==> src/hw/rtl/rsx_pkg.sv <==
package rsx_pkg;

  // Record layout
  localparam int REC_WORDS    = 118;
  localparam int BLOCK_WORDS  = 16;
  localparam int BLOCK_COUNT  = 4;
  localparam int SCR_WORDS    = BLOCK_COUNT * BLOCK_WORDS;
  localparam int SCR_AW       = $clog2(SCR_WORDS);
  localparam int BLK_AW       = $clog2(BLOCK_WORDS);
  localparam int IDX_W        = 7;
  localparam int WORD_W       = 16;
  localparam int SEED_W       = 32;
  localparam int LIMIT_W      = IDX_W + 1;

  localparam logic [IDX_W-1:0]   IDENT_LO     = 7'd0;
  localparam logic [IDX_W-1:0]   IDENT_HI     = 7'd1;
  localparam logic [IDX_W-1:0]   CHK_WORD     = 7'd3;
  localparam logic [IDX_W-1:0]   BLOCKS_BASE  = 7'd4;
  localparam logic [IDX_W-1:0]   PARTY_BASE   = 7'd68;
  localparam logic [IDX_W-1:0]   BLK_TOTAL    = IDX_W'(SCR_WORDS);
  localparam logic [IDX_W-1:0]   PARTY_LEN    = 7'd50;
  localparam logic [LIMIT_W-1:0] STORE_LIMIT  = LIMIT_W'(REC_WORDS);
  localparam logic [LIMIT_W-1:0] STORED_WORDS = 8'd68;
  localparam logic [LIMIT_W-1:0] PARTY_WORDS  = 8'd118;

  // Keystream generator
  localparam logic [SEED_W-1:0] LCG_MUL = 32'h41C6_4E6D;
  localparam logic [SEED_W-1:0] LCG_ADD = 32'h0000_6073;

  // Operation codes
  localparam logic [1:0] OP_WRITE   = 2'd0;
  localparam logic [1:0] OP_PROCESS = 2'd1;
  localparam logic [1:0] OP_READ    = 2'd2;

  // Result kinds
  localparam logic KIND_READ = 1'b0;
  localparam logic KIND_DONE = 1'b1;

  // Configuration registers
  localparam int         APB_AW        = 3;
  localparam logic       REG_DIRECTION = 1'b0;
  localparam logic       REG_KIND      = 1'b1;

  // Block order table: entry bits [2b+1:2b] give the source block for slot b
  localparam int PERM_ENTRIES = 24;
  localparam logic [4:0] PERM_MOD = 5'(PERM_ENTRIES);
  localparam logic [7:0] PERM_TABLE [PERM_ENTRIES] = '{
    {2'd3, 2'd2, 2'd1, 2'd0}, {2'd2, 2'd3, 2'd1, 2'd0}, {2'd3, 2'd1, 2'd2, 2'd0},
    {2'd2, 2'd1, 2'd3, 2'd0}, {2'd1, 2'd3, 2'd2, 2'd0}, {2'd1, 2'd2, 2'd3, 2'd0},
    {2'd3, 2'd2, 2'd0, 2'd1}, {2'd2, 2'd3, 2'd0, 2'd1}, {2'd3, 2'd0, 2'd2, 2'd1},
    {2'd2, 2'd0, 2'd3, 2'd1}, {2'd0, 2'd3, 2'd2, 2'd1}, {2'd0, 2'd2, 2'd3, 2'd1},
    {2'd3, 2'd1, 2'd0, 2'd2}, {2'd1, 2'd3, 2'd0, 2'd2}, {2'd3, 2'd0, 2'd1, 2'd2},
    {2'd0, 2'd3, 2'd1, 2'd2}, {2'd1, 2'd0, 2'd3, 2'd2}, {2'd0, 2'd1, 2'd3, 2'd2},
    {2'd2, 2'd1, 2'd0, 2'd3}, {2'd1, 2'd2, 2'd0, 2'd3}, {2'd2, 2'd0, 2'd1, 2'd3},
    {2'd0, 2'd2, 2'd1, 2'd3}, {2'd1, 2'd0, 2'd2, 2'd3}, {2'd0, 2'd1, 2'd2, 2'd3}
  };

  // Keystream unit controls
  typedef struct packed {
    logic load;
    logic step;
  } lcg_ctl_t;

  // Table row from identifier bits 17:13, reduced mod 24
  function automatic logic [4:0] perm_row(input logic [4:0] raw);
    logic [4:0] res;
    res = (raw >= PERM_MOD) ? raw - PERM_MOD : raw;
    return res;
  endfunction

  // Source block for destination slot; inverse order when encrypting
  function automatic logic [1:0] src_block(input logic [4:0] row, input logic [1:0] dst,
                                           input logic enc);
    logic [7:0] entry;
    logic [1:0] res;
    entry = PERM_TABLE[row];
    res = entry[2*dst +: 2];
    if (enc) begin
      for (int b = 0; b < BLOCK_COUNT; b++) begin
        if (entry[2*b +: 2] == dst) res = 2'(b);
      end
    end
    return res;
  endfunction

endpackage

==> src/hw/rtl/rsx_lcg.sv <==
module rsx_lcg (
  input  logic                        clk,
  input  logic                        rst,
  input  rsx_pkg::lcg_ctl_t           ctl,
  input  logic [rsx_pkg::SEED_W-1:0]  load_value,
  output logic [rsx_pkg::WORD_W-1:0]  key
);

  logic [rsx_pkg::SEED_W-1:0] seed;
  logic [rsx_pkg::SEED_W-1:0] advanced;

  // One generator step; key is the upper half of the advanced seed
  assign advanced = seed * rsx_pkg::LCG_MUL + rsx_pkg::LCG_ADD;
  assign key      = advanced[rsx_pkg::SEED_W-1 -: rsx_pkg::WORD_W];

  always_ff @(posedge clk) begin
    if (rst) begin
      seed <= '0;
    end else if (ctl.load) begin
      seed <= load_value;
    end else if (ctl.step) begin
      seed <= advanced;
    end
  end

endmodule

==> src/hw/rtl/record_shuffle_xor_codec.sv <==
// Record codec: keeps a record of up to 118 little-endian 16-bit words in an
// on-chip RAM (words 0-1 identifier, word 3 checksum, words 4-67 four 16-word
// blocks, words 68-117 party region). A write item gives no result; a read
// item gives its result from the registered RAM read. A process item walks
// the record one word per cycle through the single read port of each RAM:
// after the accepting cycle come the header reads, a pass from record to
// scratch, a middle step, a permuted pass back, and for a party record a
// pass over the party words, then a step to post the result. Decrypt
// (direction 0) XORs with the keystream and then unshuffles; encrypt
// (direction 1) sums words 4-67 into word 3, shuffles and XORs. The process
// result carries the checksum with tuser 1; read results carry tuser 0.
// Results queue in a two-entry buffer, so the idle input side keeps taking
// items while one result waits.
module record_shuffle_xor_codec (
  input  logic                          clk,
  input  logic                          rst,
  // input items
  input  logic                          s_tvalid,
  output logic                          s_tready,
  input  logic [23:0]                   s_tdata,   // word_index[6:0], word_value[22:7]
  input  logic [1:0]                    s_tuser,   // operation[1:0]
  // result items
  output logic                          m_tvalid,
  input  logic                          m_tready,
  output logic [15:0]                   m_tdata,   // data_word[15:0]
  output logic                          m_tuser,   // result_kind[0]
  // configuration
  input  logic                          psel,
  input  logic                          penable,
  input  logic                          pwrite,
  input  logic [rsx_pkg::APB_AW-1:0]    paddr,
  input  logic [31:0]                   pwdata,
  output logic [31:0]                   prdata,
  output logic                          pready
);

  localparam logic [2:0] ST_IDLE   = 3'd0;
  localparam logic [2:0] ST_READ   = 3'd1;
  localparam logic [2:0] ST_HDR    = 3'd2;
  localparam logic [2:0] ST_PASS_A = 3'd3;
  localparam logic [2:0] ST_MID    = 3'd4;
  localparam logic [2:0] ST_PASS_B = 3'd5;
  localparam logic [2:0] ST_PASS_C = 3'd6;
  localparam logic [2:0] ST_DONE   = 3'd7;

  localparam int IW = rsx_pkg::IDX_W;
  localparam int WW = rsx_pkg::WORD_W;

  // Configuration registers
  logic direction;
  logic record_kind;
  logic cfg_wr;

  assign pready = 1'b1;
  assign cfg_wr = psel && penable && pwrite;
  assign prdata = {31'd0, (paddr[2] == rsx_pkg::REG_KIND) ? record_kind : direction};

  always_ff @(posedge clk) begin
    if (rst) begin
      direction   <= 1'b0;
      record_kind <= 1'b0;
    end else if (cfg_wr) begin
      case (paddr[2])
        rsx_pkg::REG_DIRECTION: direction   <= pwdata[0];
        rsx_pkg::REG_KIND:      record_kind <= pwdata[0];
        default: ;
      endcase
    end
  end

  // Input fields
  logic [1:0]    in_op;
  logic [IW-1:0] in_idx;
  logic [WW-1:0] in_val;
  logic          in_fire;
  logic          idx_stored;
  logic          idx_readable;

  assign in_op   = s_tuser;
  assign in_idx  = s_tdata[IW-1:0];
  assign in_val  = s_tdata[IW +: WW];
  assign in_fire = s_tvalid && s_tready;
  assign idx_stored   = {1'b0, in_idx} < rsx_pkg::STORE_LIMIT;
  assign idx_readable = idx_stored && ({1'b0, in_idx} <
                        (record_kind ? rsx_pkg::PARTY_WORDS : rsx_pkg::STORED_WORDS));

  // Control state
  logic [2:0]    state;
  logic [IW-1:0] cnt;
  logic          p_valid;
  logic [IW-1:0] p_idx;
  logic [31:0]   ident;
  logic [WW-1:0] chk;
  logic [WW-1:0] running_sum;
  logic [4:0]    row;
  logic          rd_zero;

  // Memories
  logic [WW-1:0] rec_mem [rsx_pkg::REC_WORDS];
  logic [WW-1:0] scr_mem [rsx_pkg::SCR_WORDS];
  logic [WW-1:0] rec_rdata;
  logic [WW-1:0] scr_rdata;
  logic          rec_we;
  logic [IW-1:0] rec_waddr;
  logic [WW-1:0] rec_wdata;
  logic [IW-1:0] rec_raddr;
  logic          scr_we;
  logic [rsx_pkg::SCR_AW-1:0] scr_waddr;
  logic [WW-1:0] scr_wdata;
  logic [rsx_pkg::SCR_AW-1:0] scr_raddr;

  always_ff @(posedge clk) begin
    if (rec_we) rec_mem[rec_waddr] <= rec_wdata;
    rec_rdata <= rec_mem[rec_raddr];
  end

  always_ff @(posedge clk) begin
    if (scr_we) scr_mem[scr_waddr] <= scr_wdata;
    scr_rdata <= scr_mem[scr_raddr];
  end

  // Keystream unit
  rsx_pkg::lcg_ctl_t lcg_ctl;
  logic [31:0]       lcg_value;
  logic [WW-1:0]     key;

  rsx_lcg u_lcg (
    .clk        (clk),
    .rst        (rst),
    .ctl        (lcg_ctl),
    .load_value (lcg_value),
    .key        (key)
  );

  // Result buffer, two entries
  logic [WW:0]   rbuf [2];
  logic          wptr;
  logic          rptr;
  logic [1:0]    rcount;
  logic          push;
  logic [WW:0]   push_data;
  logic          pop;

  assign m_tvalid = rcount != 2'd0;
  assign m_tdata  = rbuf[rptr][WW-1:0];
  assign m_tuser  = rbuf[rptr][WW];
  assign pop      = m_tvalid && m_tready;
  assign s_tready = (state == ST_IDLE) && (rcount != 2'd2);

  always_ff @(posedge clk) begin
    if (push) rbuf[wptr] <= push_data;
  end

  always_ff @(posedge clk) begin
    if (rst) begin
      wptr   <= 1'b0;
      rptr   <= 1'b0;
      rcount <= 2'd0;
    end else begin
      if (push) wptr <= ~wptr;
      if (pop)  rptr <= ~rptr;
      rcount <= rcount + 2'(push) - 2'(pop);
    end
  end

  // Pass addressing
  logic          issue;
  logic [IW-1:0] pass_len;
  logic [IW-1:0] party_raddr;
  logic [IW-1:0] party_waddr;
  logic          party_wr_ok;
  logic [IW-1:0] hdr_addr;

  assign pass_len    = (state == ST_PASS_C) ? rsx_pkg::PARTY_LEN : rsx_pkg::BLK_TOTAL;
  assign issue       = cnt < pass_len;
  assign party_raddr = rsx_pkg::PARTY_BASE + cnt;
  assign party_waddr = rsx_pkg::PARTY_BASE + p_idx;
  assign party_wr_ok = {1'b0, party_waddr} < rsx_pkg::STORE_LIMIT;

  always_comb begin
    case (cnt[1:0])
      2'd0:    hdr_addr = rsx_pkg::IDENT_LO;
      2'd1:    hdr_addr = rsx_pkg::IDENT_HI;
      default: hdr_addr = rsx_pkg::CHK_WORD;
    endcase
  end

  // Memory ports, keystream control and result push
  always_comb begin
    rec_we    = 1'b0;
    rec_waddr = p_idx;
    rec_wdata = rec_rdata;
    rec_raddr = '0;
    scr_we    = 1'b0;
    scr_waddr = p_idx[rsx_pkg::SCR_AW-1:0];
    scr_wdata = rec_rdata;
    scr_raddr = '0;
    lcg_ctl   = '0;
    lcg_value = ident;
    push      = 1'b0;
    push_data = {rsx_pkg::KIND_READ, rec_rdata};
    case (state)
      ST_IDLE: begin
        rec_raddr = idx_stored ? in_idx : '0;
        rec_waddr = in_idx;
        rec_wdata = in_val;
        rec_we    = in_fire && (in_op == rsx_pkg::OP_WRITE) && idx_stored;
      end
      ST_READ: begin
        push      = 1'b1;
        push_data = {rsx_pkg::KIND_READ, rd_zero ? {WW{1'b0}} : rec_rdata};
      end
      ST_HDR: begin
        rec_raddr = hdr_addr;
        // seed for the block keystream on decrypt is the checksum word
        lcg_ctl.load = cnt == 7'd3;
        lcg_value    = {16'd0, rec_rdata};
      end
      ST_PASS_A: begin
        // record blocks to scratch: XOR on decrypt, plain copy on encrypt
        rec_raddr    = rsx_pkg::BLOCKS_BASE + cnt;
        scr_we       = p_valid;
        scr_wdata    = direction ? rec_rdata : (rec_rdata ^ key);
        lcg_ctl.step = p_valid && !direction;
      end
      ST_MID: begin
        rec_waddr    = rsx_pkg::CHK_WORD;
        rec_wdata    = running_sum;
        rec_we       = direction;
        lcg_ctl.load = direction;
        lcg_value    = {16'd0, running_sum};
      end
      ST_PASS_B: begin
        // scratch back to record in block order: XOR on encrypt
        scr_raddr    = {rsx_pkg::src_block(row, cnt[5:4], direction),
                        cnt[rsx_pkg::BLK_AW-1:0]};
        rec_waddr    = rsx_pkg::BLOCKS_BASE + p_idx;
        rec_wdata    = direction ? (scr_rdata ^ key) : scr_rdata;
        rec_we       = p_valid;
        lcg_ctl.step = p_valid && direction;
        lcg_ctl.load = !issue && record_kind;
        lcg_value    = ident;
      end
      ST_PASS_C: begin
        // party words in place; the keystream steps even past the store
        rec_raddr    = ({1'b0, party_raddr} < rsx_pkg::STORE_LIMIT) ? party_raddr : '0;
        rec_waddr    = party_waddr;
        rec_wdata    = rec_rdata ^ key;
        rec_we       = p_valid && party_wr_ok;
        lcg_ctl.step = p_valid;
      end
      ST_DONE: begin
        push      = 1'b1;
        push_data = {rsx_pkg::KIND_DONE, chk};
      end
      default: ;
    endcase
  end

  // Sequencer
  always_ff @(posedge clk) begin
    if (rst) begin
      state   <= ST_IDLE;
      cnt     <= '0;
      p_valid <= 1'b0;
    end else begin
      p_valid <= ((state == ST_PASS_A) || (state == ST_PASS_B) || (state == ST_PASS_C))
                 && issue;
      case (state)
        ST_IDLE: begin
          cnt <= '0;
          if (in_fire) begin
            case (in_op)
              rsx_pkg::OP_READ:    state <= ST_READ;
              rsx_pkg::OP_PROCESS: state <= ST_HDR;
              default: ;
            endcase
          end
        end
        ST_READ: state <= ST_IDLE;
        ST_HDR: begin
          cnt <= cnt + 7'd1;
          if (cnt == 7'd3) begin
            cnt   <= '0;
            state <= ST_PASS_A;
          end
        end
        ST_PASS_A: begin
          cnt <= cnt + 7'd1;
          if (!issue) begin
            cnt   <= '0;
            state <= ST_MID;
          end
        end
        ST_MID: state <= ST_PASS_B;
        ST_PASS_B: begin
          cnt <= cnt + 7'd1;
          if (!issue) begin
            cnt   <= '0;
            state <= record_kind ? ST_PASS_C : ST_DONE;
          end
        end
        ST_PASS_C: begin
          cnt <= cnt + 7'd1;
          if (!issue) begin
            cnt   <= '0;
            state <= ST_DONE;
          end
        end
        ST_DONE: state <= ST_IDLE;
        default: state <= ST_IDLE;
      endcase
    end
  end

  // Working registers
  always_ff @(posedge clk) begin
    if (rst) begin
      running_sum <= '0;
    end else if (state == ST_HDR) begin
      running_sum <= '0;
    end else if ((state == ST_PASS_A) && p_valid && direction) begin
      running_sum <= running_sum + rec_rdata;
    end
  end

  always_ff @(posedge clk) begin
    p_idx <= cnt;
    if (state == ST_IDLE && in_fire) rd_zero <= !idx_readable;
    if (state == ST_HDR) begin
      case (cnt[1:0])
        2'd1:    ident[15:0]  <= rec_rdata;
        2'd2:    ident[31:16] <= rec_rdata;
        2'd3: begin
          chk <= rec_rdata;
          row <= rsx_pkg::perm_row(ident[17:13]);
        end
        default: ;
      endcase
    end
    if (state == ST_MID && direction) chk <= running_sum;
  end

endmodule
==> config.mk <==
export PLATFORM = sky130hd
export DESIGN_NAME = record_shuffle_xor_codec
export DESIGN_NICKNAME = d
export VERILOG_FILES = /design/src/hw/rtl/rsx_pkg.sv /design/src/hw/rtl/rsx_lcg.sv /design/src/hw/rtl/record_shuffle_xor_codec.sv
export SDC_FILE = /design/constraint.sdc
export NUM_CORES = 2
export LEC_CHECK = 0
export ABC_AREA = 0
export ABC_CLOCK_PERIOD_IN_PS = 34400
export BUFFER_PORTS_ARGS = -buffer_cell sky130_fd_sc_hd__buf_2
export CAP_MARGIN = 20
export CORE_MARGIN = 2
export CORE_UTILIZATION = 40
export CTS_BUF_LIST = sky130_fd_sc_hd__clkbuf_16
export CTS_CLUSTER_DIAMETER = 40
export DETAILED_ROUTE_END_ITERATION = 16
export GPL_TIMING_DRIVEN = 0
export SYNTH_ARGS = -nofsm -noshare
export SYNTH_HDL_FRONTEND = slang
export SYNTH_SLANG_ARGS = --single-unit
export TNS_END_PERCENT = 5
==> constraint.sdc <==
create_clock -name clk -period 34.4 [get_ports clk]
set_input_delay 1.72 -clock clk [delete_from_list [all_inputs] [get_ports clk]]
set_output_delay 1.72 -clock clk [all_outputs]
set_load 0.05 [all_outputs]
==> metrics.csv <==
stage;metric;value;unit
pwr;Int Power;7.71;mW
critical_path;crit path launch type;flop;
die;Die Span Y;584;microns
critical_path;cell mode on critical path;fa_1;
die;core box area;0.334;sq mm
timing;final worst slack;24380;ps
routing;first drt pass iteration count;8;
logic_synthesis;number of synthesis warnings;0;
logic_synthesis;Post-Synthesis Cells;9713;
global_routing;largest net degree at the start of global routing;69;
die;row count;212;
timing;Final Hold Viols;0;
critical_path;worst-path fanout max;24;
placed_design;# port buffers;52;
timing;clock skew;71.7;ps
clock_network;cts hold-fix bufs;0;
critical_path;Worst EP arrival;10750;ps
timing;max frequency;99.8;MHz
run;Max-cap violations;0;
logic_synthesis;top cell type's share of synthesized area;67.0;%
timing;post-layout min period;10020;ps
logic_synthesis;ys async rst share;0;%
timing;RSZ-0062 raised after global routing;false;
logic_synthesis;largest area contributor in the netlist;edfxtp_1;
placed_design;GPL Wtd Cong;1.09;
routing;DRC;0;
placed_design;hpwl dp;318000;microns
timing;period utilization;29.1;%
die;DIE AREA;0.341;sq mm
global_routing;first-pass GRT wire length;618000;microns
clock_network;clk sinks;3105;
logic_synthesis;sequential share of the synthesized area;68.6;%
clock_network;clk buf depth;4;
clock_network;number of gates resized after CTS;0;
final_layout;Area Overhead vs Synth;17.9;%
timing;Max-slew headroom;9.37;%
critical_path;Worst Path Buf+Inv;7;
clock_network;H-tree Lvls;5;
critical_path;CP max stage delay;910;ps
pwr;Lkg Pwr;54.9;nW
clock_network;clock-pin slew on the worst setup and hold paths;60;ps
routing;DR vias/cell;5.79;
final_layout;Util after Layout;47.4;%
pwr;Power Density;68.1;mW/mm^2
critical_path;CP endpoint kind;flop;
pwr;clock share of power;40.2;%
critical_path;WS Path Type;flop to flop;
logic_synthesis;ys flop type;edfxtp_1;
timing;Final setup viols;0;
logic_synthesis;Yosys cell types;93;
timing;setup TNS;0;ps
critical_path;family with the most delay on the worst path;adder cells;
clock_network;postcts setup bufs;0;
worst_hold_path;min-delay worst type;flop to flop;
logic_synthesis;Commonest cells post-synth;3000 x edfxtp_1, 1691 x nand2_1, 571 x a211oi_1;
global_routing;GRT Util Overall;25.2;%
logic_synthesis;Mapped Area;0.134;sq mm
pwr;Combinational Power Share;16.9;%
critical_path;Worst Path Required;35130;ps
die;IO Pins;120;
logic_synthesis;most frequent cell after synthesis;edfxtp_1;
routing;Antenna Nets Post-Route;0;
clock_network;CTS tree;built;
final_layout;share of cells above drive strength 1;14.0;%
clock_network;cts bufs inserted;406;
final_layout;final net count;10965;
pwr;Flop pwr share;42.9;%
timing;pins over their slew limit;0;
timing;hold slack;425;ps
routing;WL/cell;28.8;microns
status;status;complete, no violations;
die;Initial Utilization;40.2;%
logic_synthesis;largest cells by area after synthesis;edfxtp_1 67%, nand2_1 4.7%, a211oi_1 3.2%;
routing;initial drt markers;11291;
pwr;maximum vdd drop;0.0487;mV
global_routing;number of antenna violations at the first check in global routing;21;
logic_synthesis;Seq cells post-synth;3105;
global_routing;vias in the first global route;86132;
pwr;Sw Share;28.5;%
logic_synthesis;Post-synth EDFFs;3000;
timing;Least-Margin Pin Slew;1360;ps
clock_network;root buf cell;clkbuf_16;
routing;routed wire length;438000;microns
critical_path;CP max stage cell;dfxtp_1;
clock_network;clk_lat worst skew;920;ps
die;die width;584;microns
pwr;switching pwr;3.08;mW
logic_synthesis;synthesized area per cell;13.8;sq um
routing;via count;87995;
placed_design;pre-CTS setup slack;24590;ps
global_routing;Overflow after GRT;0;
worst register-to-register path, delay by kind of cell, from the launching register on:
family	cells	cell delay, ps
buffers and inverters	7	1290
and+or+nand+nor	5	1030
xor gates and xnor gates	1	220
AOI/OAI and AO/OA	5	2690
DFF	1	910
adders and majority gates	9	3670
layer usage:
metal | share of wire (%) | vias up | global-route usage (%) | wire, microns
li1 | - | 38055 | - | -
met1 | 39 | 44178 | 33.1 | 172000
met2 | 45 | 4692 | 39.1 | 197000
met3 | 8.9 | 1054 | 4.90 | 39100
met4 | 6.8 | 16 | 14.6 | 29700
met5 | 0.025 | - | 0 | 109
metrics by stage:
stage | cell area (sq um) | power [mW] | instances
6_report | 158000 | 10.8 | 15185
5_1_grt | 158000 | 11.0 | 15182
4_1_cts | 158000 | 10.8 | 15179
3_5_place_dp | 144000 | 6.48 | 14437
3_3_place_gp | 140000 | 6.38 | 14182
2_1_floorplan | 134000 | 5.50 | 9743
sequential cells by signal (all words and copies together) (netlist names), 2 cells and up, named ones only:
| signal | cells |
|---|---|
| chk | 16 |
| cnt | 7 |
| ident | 32 |
| p_idx | 7 |
| rbuf | 34 |
| rcount | 2 |
| rec_mem | 1888 |
| rec_rdata | 16 |
| row | 5 |
| running_sum | 16 |
| scr_mem | 1024 |
| scr_rdata | 16 |
| state | 3 |
| u_lcg.seed | 32 |
power by group through the flow:
| stage | sequential (mW) | combinational (mW) | clock, mW |
|---|---|---|---|
| global route | 4.62 | 1.88 | 4.53 |
| finish | 4.63 | 1.82 | 4.34 |
| detailed placement | 4.70 | 1.78 | 0 |
| CTS | 4.62 | 1.79 | 4.37 |
| floorplan | 4.72 | 0.782 | 0 |
| global placement | 4.87 | 1.51 | 0 |
final timing paths:
path	startpoint	end	slack (ps)	cells after the start
setup / recovery	u_lcg.seed[0]	rec_mem[93][14]	24380	27
hold / removal	cnt[5]	p_idx[5]	420	0
setup reg to reg	u_lcg.seed[0]	rec_mem[93][14]	24380	27
hold reg to reg	cnt[5]	p_idx[5]	420	0
cell usage in the layout (no fill, tap or decap), types with 249 or more instances in the layout:
cell type | synthesis | routed
edfxtp_1 | 3000 | 3000
nand2_1 | 1691 | 1691
a211oi_1 | 571 | 569
inv_1 | 424 | 465
clkbuf_16 | 0 | 418
clkbuf_1 | 403 | 395
nand3_1 | 366 | 365
a21oi_1 | 340 | 338
and2_1 | 271 | 271
a31oi_1 | 261 | 261
nor2_1 | 349 | 249
cell type report:
class                           instances  area (sq um)
Antenna cell                            4          10.0
Timing Repair Buffer                  309          3840
Buffer                                622          2750
Fill cell                           28682        176000
Sequential cell                      3105         92200
Clock inverter                        324          3530
Inverter                              428          1610
Multi-Input combinational cell       5588         38500
Clock buffer                          418         10500
Tap cell                             4387          5490
logic make-up (layout without fill, tap and decap cells):
| logic type | Yosys count | count (layout) | share of synthesized area, % |
|---|---|---|---|
| other | 2 | 36 | 0.00559 |
| adder cells (fa/ha/maj) | 438 | 438 | 5.13 |
| AO/OA/AOI/OAI | 1766 | 1766 | 9.09 |
| flip-flops | 3105 | 3105 | 68.6 |
| buffers and inverters | 1050 | 2101 | 3.23 |
| AND/OR/NAND/NOR | 2957 | 2957 | 9.66 |
| multiplexers | 289 | 289 | 3.56 |
| XOR/XNOR | 106 | 106 | 0.702 |
Power figures use the tool's default switching activity.
